File: config.mk
export PLATFORM = sky130hd
export DESIGN_NAME = page_map_table
export DESIGN_NICKNAME = d
export VERILOG_FILES = /design/src/rtl/pmt_pkg.sv /design/src/rtl/pmt_cell.sv /design/src/rtl/pmt_ctrl.sv /design/src/rtl/page_map_table.sv
export SDC_FILE = /design/constraint.sdc
export NUM_CORES = 2
export LEC_CHECK = 0
export BUFFER_PORTS_ARGS = -buffer_cell sky130_fd_sc_hd__clkbuf_2
export CORE_ASPECT_RATIO = 1.25
export CORE_MARGIN = 3
export CORE_UTILIZATION = 45
export CTS_BUF_LIST = sky130_fd_sc_hd__clkbuf_8
export DETAILED_ROUTE_END_ITERATION = 8
export PLACE_DENSITY_LB_ADDON = 0.05
export SLEW_MARGIN = 20
export SYNTH_ARGS = -nofsm -noshare
export SYNTH_HDL_FRONTEND = slang
export SYNTH_SLANG_ARGS = --single-unit
File: constraint.sdc
create_clock -name clk_i -period 12.8 [get_ports clk_i]
set_input_delay 1.92 -clock clk_i [delete_from_list [all_inputs] [get_ports clk_i]]
set_output_delay 1.92 -clock clk_i [all_outputs]
set_load 0.01 [all_outputs]
File: src/rtl/pmt_pkg.sv
// ----------------------------------------------------------------------------
// Page map table package
// Field widths, operation and status codes, and shared types.
// ----------------------------------------------------------------------------
`default_nettype none

package pmt_pkg;

  localparam int PageW              = 52;
  localparam int WordW              = 64;
  localparam int SlotW              = 4;
  localparam int MaxResults         = 16;
  localparam int TableEntriesDefault = 16;
  localparam int InDataW            = 176;
  localparam int OutDataW           = 120;

  typedef enum logic [1:0] {
    OP_LOOKUP  = 2'd0,
    OP_WRITE   = 2'd1,
    OP_SCAN    = 2'd2,
    OP_IGNORED = 2'd3
  } op_e;

  typedef enum logic [1:0] {
    STAT_OK      = 2'd0,
    STAT_NO_FREE = 2'd1,
    STAT_EMPTY   = 2'd2
  } status_e;

  typedef enum logic [1:0] {
    S_IDLE,
    S_RUN,
    S_FINISH
  } state_e;

  // One table entry: page number and entry word, bit 0 is the present bit.
  typedef struct packed {
    logic [PageW-1:0] page;
    logic [WordW-1:0] word;
  } entry_t;

  // Control handed from the sequencer to every cell of the ring.
  typedef struct packed {
    logic             shift;
    logic [PageW-1:0] alloc_page;
  } cell_ctl_t;

  typedef struct packed {
    status_e          status;
    logic [SlotW-1:0] slot;
    logic [PageW-1:0] page;
    logic [WordW-1:0] word;
  } result_t;

  typedef struct packed {
    result_t res;
    logic    last;
  } out_t;

endpackage

`default_nettype wire

File: src/rtl/pmt_cell.sv
// ----------------------------------------------------------------------------
// Page map table cell
// One storage stage of the entry ring; takes its neighbor's entry on a shift.
// ----------------------------------------------------------------------------
`default_nettype none

module pmt_cell
  import pmt_pkg::*;
(
  input  wire logic      clk_i,
  input  wire logic      rst_ni,
  input  wire cell_ctl_t ctl_i,
  input  wire logic      alloc_i,
  input  wire entry_t    next_i,
  output entry_t         entry_o
);

  logic [PageW-1:0] page_q;
  logic [WordW-1:0] word_q;

  // Entry word: cleared at reset and on allocation, so the slot reads not present.
  always_ff @(posedge clk_i or negedge rst_ni) begin
    if (!rst_ni) begin
      word_q <= '0;
    end else if (alloc_i) begin
      word_q <= '0;
    end else if (ctl_i.shift) begin
      word_q <= next_i.word;
    end
  end

  // Page number has no reset value.
  always_ff @(posedge clk_i) begin
    if (alloc_i) begin
      page_q <= ctl_i.alloc_page;
    end else if (ctl_i.shift) begin
      page_q <= next_i.page;
    end
  end

  assign entry_o.page = page_q;
  assign entry_o.word = word_q;

endmodule

`default_nettype wire

File: src/rtl/pmt_ctrl.sv
// ----------------------------------------------------------------------------
// Page map table sequencer
// Rotates the ring once per transaction (not for an ignored operation code),
// examines the head cell, and drives the result register.
// ----------------------------------------------------------------------------
`default_nettype none

module pmt_ctrl
  import pmt_pkg::*;
#(
  parameter int TABLE_ENTRIES = TableEntriesDefault
) (
  input  wire logic             clk_i,
  input  wire logic             rst_ni,
  input  wire logic             in_valid_i,
  output logic                  in_ready_o,
  input  wire op_e              in_op_i,
  input  wire logic [PageW-1:0] in_page_i,
  input  wire logic [PageW-1:0] in_last_page_i,
  input  wire logic [SlotW-1:0] in_slot_i,
  input  wire logic [WordW-1:0] in_word_i,
  input  wire entry_t           head_i,
  output logic [WordW-1:0]      wrap_word_o,
  output cell_ctl_t             ctl_o,
  output logic [TABLE_ENTRIES-1:0] alloc_sel_o,
  output logic                  out_valid_o,
  input  wire logic             out_ready_i,
  output out_t                  out_o
);

  localparam int IW   = (TABLE_ENTRIES > 1) ? $clog2(TABLE_ENTRIES) : 1;
  localparam int CntW = $clog2(MaxResults + 1);

  state_e           state_q, state_d;
  op_e              op_q, op_d;
  logic [PageW-1:0] pg_q, pg_d;
  logic [PageW-1:0] hi_q, hi_d;
  logic [SlotW-1:0] slot_in_q, slot_in_d;
  logic [WordW-1:0] val_q, val_d;
  logic [IW-1:0]    step_q, step_d;
  logic [IW-1:0]    free_idx_q, free_idx_d;
  logic             free_seen_q, free_seen_d;
  logic             hold_valid_q, hold_valid_d;
  result_t          hold_q, hold_d;
  logic [CntW-1:0]  cnt_q, cnt_d;
  logic             out_valid_q, out_valid_d;
  out_t             out_q, out_d;

  logic             accept;
  logic             out_free;
  logic             stall;
  logic             shift;
  logic             push;
  out_t             push_data;
  logic             alloc_go;
  logic             present;
  logic             scan_match;
  logic             slot_hit;
  logic [IW+3:0]    step_ext;
  logic [IW+3:0]    slot_ext;
  logic [IW+3:0]    free_ext;
  logic [SlotW-1:0] step_slot;
  logic [SlotW-1:0] free_slot;

  assign accept   = in_valid_i && in_ready_o;
  assign out_free = !out_valid_q || out_ready_i;
  assign present  = head_i.word[0];

  // Slot numbers in the 4-bit result field and compare against the write slot.
  assign step_ext  = {4'b0, step_q};
  assign free_ext  = {4'b0, free_idx_q};
  assign slot_ext  = {{IW{1'b0}}, slot_in_q};
  assign step_slot = step_ext[SlotW-1:0];
  assign free_slot = free_ext[SlotW-1:0];
  assign slot_hit  = (step_ext == slot_ext);

  assign scan_match = present && (head_i.page >= pg_q) && (head_i.page <= hi_q) &&
                      (cnt_q < CntW'(MaxResults));

  // Next state.
  always_comb begin
    state_d = state_q;
    unique case (state_q)
      S_IDLE: begin
        if (accept && (in_op_i != OP_IGNORED)) begin
          state_d = S_RUN;
        end
      end
      S_RUN: begin
        if (shift && (step_q == IW'(TABLE_ENTRIES - 1))) begin
          state_d = S_FINISH;
        end
      end
      S_FINISH: begin
        if (out_free) begin
          state_d = S_IDLE;
        end
      end
      default: state_d = S_IDLE;
    endcase
  end

  // Datapath and outputs of the sequencer.
  always_comb begin
    op_d         = op_q;
    pg_d         = pg_q;
    hi_d         = hi_q;
    slot_in_d    = slot_in_q;
    val_d        = val_q;
    step_d       = step_q;
    free_idx_d   = free_idx_q;
    free_seen_d  = free_seen_q;
    hold_valid_d = hold_valid_q;
    hold_d       = hold_q;
    cnt_d        = cnt_q;
    stall        = 1'b0;
    shift        = 1'b0;
    push         = 1'b0;
    push_data    = '0;
    alloc_go     = 1'b0;
    wrap_word_o  = head_i.word;
    in_ready_o   = (state_q == S_IDLE);

    unique case (state_q)
      S_IDLE: begin
        if (accept) begin
          op_d         = in_op_i;
          pg_d         = in_page_i;
          hi_d         = in_last_page_i;
          slot_in_d    = in_slot_i;
          val_d        = in_word_i;
          step_d       = '0;
          free_seen_d  = 1'b0;
          hold_valid_d = 1'b0;
          cnt_d        = '0;
        end
      end

      S_RUN: begin
        unique case (op_q)
          OP_LOOKUP: begin
            // First present match wins; otherwise remember the lowest free slot.
            if (present) begin
              if ((head_i.page == pg_q) && !hold_valid_q) begin
                hold_valid_d = 1'b1;
                hold_d = '{status: STAT_OK, slot: step_slot,
                           page: head_i.page, word: head_i.word};
              end
            end else if (!free_seen_q) begin
              free_seen_d = 1'b1;
              free_idx_d  = step_q;
            end
          end
          OP_WRITE: begin
            // The new word enters the ring as the addressed slot wraps around.
            if (slot_hit) begin
              wrap_word_o  = val_q;
              hold_valid_d = 1'b1;
              hold_d = '{status: STAT_OK, slot: step_slot,
                         page: head_i.page, word: val_q};
            end
          end
          OP_SCAN: begin
            // Keep one match back so the final one can carry the last flag.
            if (scan_match) begin
              if (hold_valid_q) begin
                if (out_free) begin
                  push      = 1'b1;
                  push_data = '{res: hold_q, last: 1'b0};
                end else begin
                  stall = 1'b1;
                end
              end
              if (!stall) begin
                hold_valid_d = 1'b1;
                hold_d = '{status: STAT_OK, slot: step_slot,
                           page: head_i.page, word: head_i.word};
                cnt_d  = cnt_q + 1'b1;
              end
            end
          end
          default: begin
          end
        endcase
        shift = !stall;
        if (shift) begin
          step_d = step_q + 1'b1;
        end
      end

      S_FINISH: begin
        // Ring is back home; issue the final result and any allocation.
        if (out_free) begin
          push = 1'b1;
          push_data.last = 1'b1;
          if (hold_valid_q) begin
            push_data.res = hold_q;
          end else begin
            unique case (op_q)
              OP_LOOKUP: begin
                if (free_seen_q) begin
                  alloc_go      = 1'b1;
                  push_data.res = '{status: STAT_OK, slot: free_slot,
                                    page: pg_q, word: '0};
                end else begin
                  push_data.res = '{status: STAT_NO_FREE, slot: '0,
                                    page: '0, word: '0};
                end
              end
              OP_WRITE: begin
                push_data.res = '{status: STAT_NO_FREE, slot: slot_in_q,
                                  page: '0, word: '0};
              end
              default: begin
                push_data.res = '{status: STAT_EMPTY, slot: '0,
                                  page: '0, word: '0};
              end
            endcase
          end
        end
      end

      default: begin
      end
    endcase

    out_valid_d = push ? 1'b1 : (out_ready_i ? 1'b0 : out_valid_q);
    out_d       = push ? push_data : out_q;
  end

  // Allocation select, one line per cell.
  always_comb begin
    for (int i = 0; i < TABLE_ENTRIES; i++) begin
      alloc_sel_o[i] = alloc_go && (free_idx_q == IW'(i));
    end
  end

  assign ctl_o.shift      = shift;
  assign ctl_o.alloc_page = pg_q;
  assign out_valid_o      = out_valid_q;
  assign out_o            = out_q;

  // Control registers.
  always_ff @(posedge clk_i or negedge rst_ni) begin
    if (!rst_ni) begin
      state_q      <= S_IDLE;
      step_q       <= '0;
      free_seen_q  <= 1'b0;
      hold_valid_q <= 1'b0;
      cnt_q        <= '0;
      out_valid_q  <= 1'b0;
    end else begin
      state_q      <= state_d;
      step_q       <= step_d;
      free_seen_q  <= free_seen_d;
      hold_valid_q <= hold_valid_d;
      cnt_q        <= cnt_d;
      out_valid_q  <= out_valid_d;
    end
  end

  // Payload registers.
  always_ff @(posedge clk_i) begin
    op_q       <= op_d;
    pg_q       <= pg_d;
    hi_q       <= hi_d;
    slot_in_q  <= slot_in_d;
    val_q      <= val_d;
    free_idx_q <= free_idx_d;
    hold_q     <= hold_d;
    out_q      <= out_d;
  end

endmodule

`default_nettype wire

File: src/rtl/page_map_table.sv
// A transaction is taken only while the block is idle and then keeps it busy until
// it finishes: the entries sit in a ring of cells that rotates one slot per cycle,
// unless a range scan stalls it, past a single examine port at its head, so every
// operation costs one full rotation plus a finish state, after which the block
// returns to idle and the next transaction can be taken.
// Every operation also waits in its finish state while the output register holds
// a result that has not been taken, and a range scan pauses its rotation whenever
// a further match finds the output register full. An ignored operation code is
// taken with no result and no rotation. No clearing pass is needed after reset.
// ----------------------------------------------------------------------------
// Page map table
// Fully associative page table: lookup or allocate, entry write, range scan.
// ----------------------------------------------------------------------------
`default_nettype none

module page_map_table
  import pmt_pkg::*;
#(
  parameter int TABLE_ENTRIES = TableEntriesDefault
) (
  input  wire logic                clk_i,
  input  wire logic                rst_ni,
  input  wire logic                s_axis_tvalid,
  output logic                     s_axis_tready,
  // tdata: page_number[51:0], range_last[103:52], slot_in[107:104],
  // entry_value[171:108], zero fill [175:172]
  input  wire logic [InDataW-1:0]  s_axis_tdata,
  // tuser: operation[1:0]
  input  wire logic [1:0]          s_axis_tuser,
  output logic                     m_axis_tvalid,
  input  wire logic                m_axis_tready,
  // tdata: slot[3:0], page_out[55:4], entry_out[119:56]
  output logic [OutDataW-1:0]      m_axis_tdata,
  // tuser: status[1:0]
  output logic [1:0]               m_axis_tuser,
  output logic                     m_axis_tlast
);

  cell_ctl_t                ctl;
  logic [TABLE_ENTRIES-1:0] alloc_sel;
  logic [WordW-1:0]         wrap_word;
  entry_t                   cell_q [TABLE_ENTRIES];
  entry_t                   wrap_entry;
  out_t                     out_item;

  assign wrap_entry.page = cell_q[0].page;
  assign wrap_entry.word = wrap_word;

  // Sequencer.
  pmt_ctrl #(
    .TABLE_ENTRIES (TABLE_ENTRIES)
  ) u_ctrl (
    .clk_i          (clk_i),
    .rst_ni         (rst_ni),
    .in_valid_i     (s_axis_tvalid),
    .in_ready_o     (s_axis_tready),
    .in_op_i        (op_e'(s_axis_tuser)),
    .in_page_i      (s_axis_tdata[51:0]),
    .in_last_page_i (s_axis_tdata[103:52]),
    .in_slot_i      (s_axis_tdata[107:104]),
    .in_word_i      (s_axis_tdata[171:108]),
    .head_i         (cell_q[0]),
    .wrap_word_o    (wrap_word),
    .ctl_o          (ctl),
    .alloc_sel_o    (alloc_sel),
    .out_valid_o    (m_axis_tvalid),
    .out_ready_i    (m_axis_tready),
    .out_o          (out_item)
  );

  // Ring of cells: each takes its upper neighbor, the top one takes the head.
  for (genvar i = 0; i < TABLE_ENTRIES; i++) begin : g_cell
    if (i == TABLE_ENTRIES - 1) begin : g_top
      pmt_cell u_cell (
        .clk_i   (clk_i),
        .rst_ni  (rst_ni),
        .ctl_i   (ctl),
        .alloc_i (alloc_sel[i]),
        .next_i  (wrap_entry),
        .entry_o (cell_q[i])
      );
    end else begin : g_mid
      pmt_cell u_cell (
        .clk_i   (clk_i),
        .rst_ni  (rst_ni),
        .ctl_i   (ctl),
        .alloc_i (alloc_sel[i]),
        .next_i  (cell_q[i+1]),
        .entry_o (cell_q[i])
      );
    end
  end

  assign m_axis_tdata = {out_item.res.word, out_item.res.page, out_item.res.slot};
  assign m_axis_tuser = out_item.res.status;
  assign m_axis_tlast = out_item.last;

endmodule

`default_nettype wire

==> results.md <==
- Status: finished, final reports clean
- Clk sinks: about 2.3k
- Post-Syn Instances: about 8.2k
- Reg2reg end: g_cell[11].g_mid.u_cell.word_q[61]$_DFFE_PN0P_
- Final setup fails: 0
- Max Clk Rate: approximately 0.15 GHz
- Distinct cells, synth: between 60 and 70
- Initial core utilization: 0.453
- Initial antenna violation count: 9
- Crit path required time: about 14 ns
- Crit path time final: approximately 6.7 ns
- Clock Skew: roughly 0.064 ns
- Grt met3 use: 0.0557
- Syn Area/Cell: roughly 11 sq um
- # hold bufs at CTS: 0
- DRC errors left: 0
- Row cnt: approximately 190
- Worst IR drop on VDD: 191 uV
- Filler Cells Inserted: between 15k and 20k
- Cell area after synthesis: about 0.093 sq mm
- Routed len/inst: approximately 23 um
- M2 GR Usage: 0.400
- Static leakage: approximately 43 nW
- Detail Route Antenna Nets: 0
- CP Launch Type: flip-flop
- Critical Path AT: 7.71 ns
- DP Cell Count: 10.8k
- Tightest Hold Check Type: flip-flop to flip-flop
- CTS max path bufs: 4
- Pin count of the biggest net entering global routing: 234
- CP Launch Point: u_ctrl.pg_q[9]$_DFFE_PP_
- R2R cell count: 12
- Die Ht: around 500 um
- Vias in the first global route: 62.5k
- EDFF count, synth: between 1k and 1.5k
- Final WL: about 260000 um
- M1 GR Usage: 0.330
- CP Max Fanout: 83
- FF-to-FF Start: u_ctrl.pg_q[9]$_DFFE_PP_
- Layout Nets: approximately 8.7k
- PD cells: roughly 240 mW/mm^2
- Area delta synth->final: 11.3%
- Max_cap viols: 0
- Post-synth ARST share: 0.453
- Kind of critical path: flip-flop to flip-flop
- Final Non-Filler Cells: roughly 11k
- Vias/cell: approximately 5.5
- Top FF cell, synth: edfxtp_1
- Drt pass-1 iters: 6
- Seq/Total Area, Yosys: 0.683
- Hold_ws: 0.454 ns
- Ports: about 300
- TritonCTS clock tree: done
- Slew Viols, Final: 0
- I/O Buffers: a little over 300
- Gr usage total: 0.246
- First-pass GRT wire length: 393000 um
- Worst-skew pair later-pin latency: around 1.1 ns
- Post-CTS Setup Repair Bufs: 0
- Die span in x: just over 400 um
- Worst slew pin tran: ~1.2 ns
- Max transition margin: 0.213
- DRT iter0 DRCs: roughly 5.5k
- Yosys reg bits: approximately 2.3k
- Ratio of cells with drive above 1 in the final layout: 0.137
- Final Cycle Share: 0.526
- Via total after detailed routing: around 63k
- Hpwl dp: roughly 150000 um
- Net count after synthesis: about 8.5k
- Placer congestion estimate: 0.791
- R2r setup slk: between 6 and 7 ns
- Num CTS Buffers: just under 400
- Post-CTS Resized: 0
- Sum Neg Setup Slack: 0 ns
- Clock Root Buffer: clkbuf_8
- Worst setup EP type: flip-flop
- Grt ovf: 0
- Yosys synthesis warning count: 0
- RSZ-0062 raised after global routing: no
- Core area: 0.205 sq mm
- Global routing's busiest layer: met2
- H-tree Lvls: 5
- Die area: around 0.21 sq mm
- Worst setup path endpoint: g_cell[11].g_mid.u_cell.word_q[61]$_DFFE_PN0P_
- Hold Violations, Final: 0
- Clock-pin slew on the worst setup and hold paths: 0.06 ns
routing by layer:
| layer | part of all wire | wire (um) |
|---|---|---|
| met2 | 0.48 | 126000 |
| met4 | 0.027 | 7110 |
| met3 | 0.069 | 18200 |
| met5 | 0.000099 | 26 |
| met1 | 0.43 | 112000 |
worst max-delay path: stages (launching register included):
cell	delay (ns)
edfxtp_1	0.48
inv_1	0.25
ha_1	0.37
nand4_1	0.30
nor4_1	1.01
o21ai_0	0.22
o211a_1	0.28
o211ai_1	0.72
a41o_4	0.88
buf_4	0.81
buf_4	0.81
nand2_1	0.12
a21oi_1	0.17
report_power, final:
group | internal (mW) | switching (mW)
Clock | 3.15 | 2.95
Combinational | 1.90 | 4.07
Sequential | 11.3 | 1.28
Total | 16.4 | 8.29
flip-flops by register name (all words and copies together) (netlist names), 5 cells and up:
| signal | count |
|---|---|
| g_cell.g_top.u_cell.word_q | 64 |
| u_ctrl.hold_q | 120 |
| u_ctrl.out_o | 123 |
| g_cell.g_mid.u_cell.page_q | 780 |
| u_ctrl.cnt_q | 5 |
| u_ctrl.hi_q | 52 |
| u_ctrl.val_q | 64 |
| u_ctrl.pg_q | 52 |
| g_cell.g_top.u_cell.page_q | 52 |
| g_cell.g_mid.u_cell.word_q | 960 |
cells in the final DEF, fill, tap and decap left out, drive strengths merged, types with 15 or more instances in the layout:
| cell | instances |
|---|---|
| nor2 | 148 |
| a22o | 63 |
| buf | 103 |
| dfrtp | 1038 |
| a22oi | 58 |
| mux2 | 208 |
| clkinv | 68 |
| o21ai | 631 |
| ha | 113 |
| clkbuf | 735 |
| a211oi | 69 |
| nor3 | 15 |
| nand2 | 2630 |
| nand3 | 19 |
| inv | 278 |
| mux2i | 65 |
| edfxtp | 1253 |
| a21oi | 1008 |
| and2 | 69 |
| nand4 | 29 |
through the flow:
stage	total power, mW	setup slack (ns)	cell area [sq um]	util
3_5_place_dp	18.8	6.01	96500	0.470
5_1_grt	26.3	5.55	104000	0.504
2_1_floorplan	16.8	0.463	93100	-
4_1_cts	25.0	5.98	104000	0.504
3_3_place_gp	18.6	6.01	96500	0.470
6_report	24.7	6.06	104000	0.504
final cells by class:
type	instances	area, sq um	area share
inverters	122	465	0.00449
clock buffers	434	5970	0.0576
clock inverters	237	1060	0.0102
diodes	7	17.5	0.000169
flip-flops and latches	2291	63600	0.614
multi-input cells	5222	26700	0.258
well taps	2726	3410	0.0329
repair buffers	404	2410	0.0233
cells in the mapped netlist (all sizes together), types with 7 or more instances:
| library cell | count | share of area |
|---|---|---|
| nor4 | 7 | 0.00063 |
| dfrtp | 1038 | 0.28 |
| nand3 | 19 | 0.0010 |
| buf | 145 | 0.011 |
| nand2 | 2630 | 0.11 |
| clkbuf | 456 | 0.018 |
| nor2b | 7 | 0.00047 |
| o21ai | 631 | 0.034 |
| a22oi | 58 | 0.0047 |
| nor3 | 15 | 0.00081 |
| a21o | 8 | 0.00065 |
| and2 | 69 | 0.0046 |
| nor2 | 148 | 0.0060 |
| inv | 122 | 0.0049 |
| a21oi | 1008 | 0.054 |
| and3 | 8 | 0.00054 |
| ha | 113 | 0.015 |
| mux2 | 208 | 0.025 |
| a211oi | 69 | 0.0083 |
| edfxtp | 1253 | 0.40 |
| mux2i | 65 | 0.0070 |
| a22o | 63 | 0.0059 |
| nand4 | 29 | 0.0020 |
| nand2b | 9 | 0.00060 |
how the worst min path moves through the flow:
stage / from / cells past startpoint / slack (ns) / to
after floorplan: g_cell[0].g_mid.u_cell.page_q[0]$_DFFE_PP_ / 0 / 0.43 / u_ctrl.hold_q[64]$_DFFE_PP_
after detailed placement: g_cell[0].g_mid.u_cell.page_q[0]$_DFFE_PP_ / 0 / 0.44 / u_ctrl.hold_q[64]$_DFFE_PP_
after global routing: g_cell[0].g_mid.u_cell.page_q[0]$_DFFE_PP_ / 0 / 0.47 / u_ctrl.hold_q[64]$_DFFE_PP_
final: g_cell[0].g_mid.u_cell.page_q[0]$_DFFE_PP_ / 0 / 0.45 / u_ctrl.hold_q[64]$_DFFE_PP_
after CTS: g_cell[0].g_mid.u_cell.page_q[0]$_DFFE_PP_ / 0 / 0.45 / u_ctrl.hold_q[64]$_DFFE_PP_
after global placement: g_cell[0].g_mid.u_cell.page_q[0]$_DFFE_PP_ / 0 / 0.44 / u_ctrl.hold_q[64]$_DFFE_PP_
kinds of logic (layout without fill, tap and decap cells):
group                    after synthesis  in the layout  share of synthesized area
AO/OA/AOI/OAI                       1878           1878                      0.112
XOR/XNOR                               4              4                   0.000376
adder cells (fa/ha/maj)              113            113                     0.0152
buffers and inverters                723           1197                     0.0338
flip-flops                          2291           2291                      0.683
multiplexers                         273            273                     0.0321
other                                  0              7                          0
AND/OR/NAND/NOR                     2954           2954                      0.124
No activity file was read; power rests on OpenSTA's default activity.
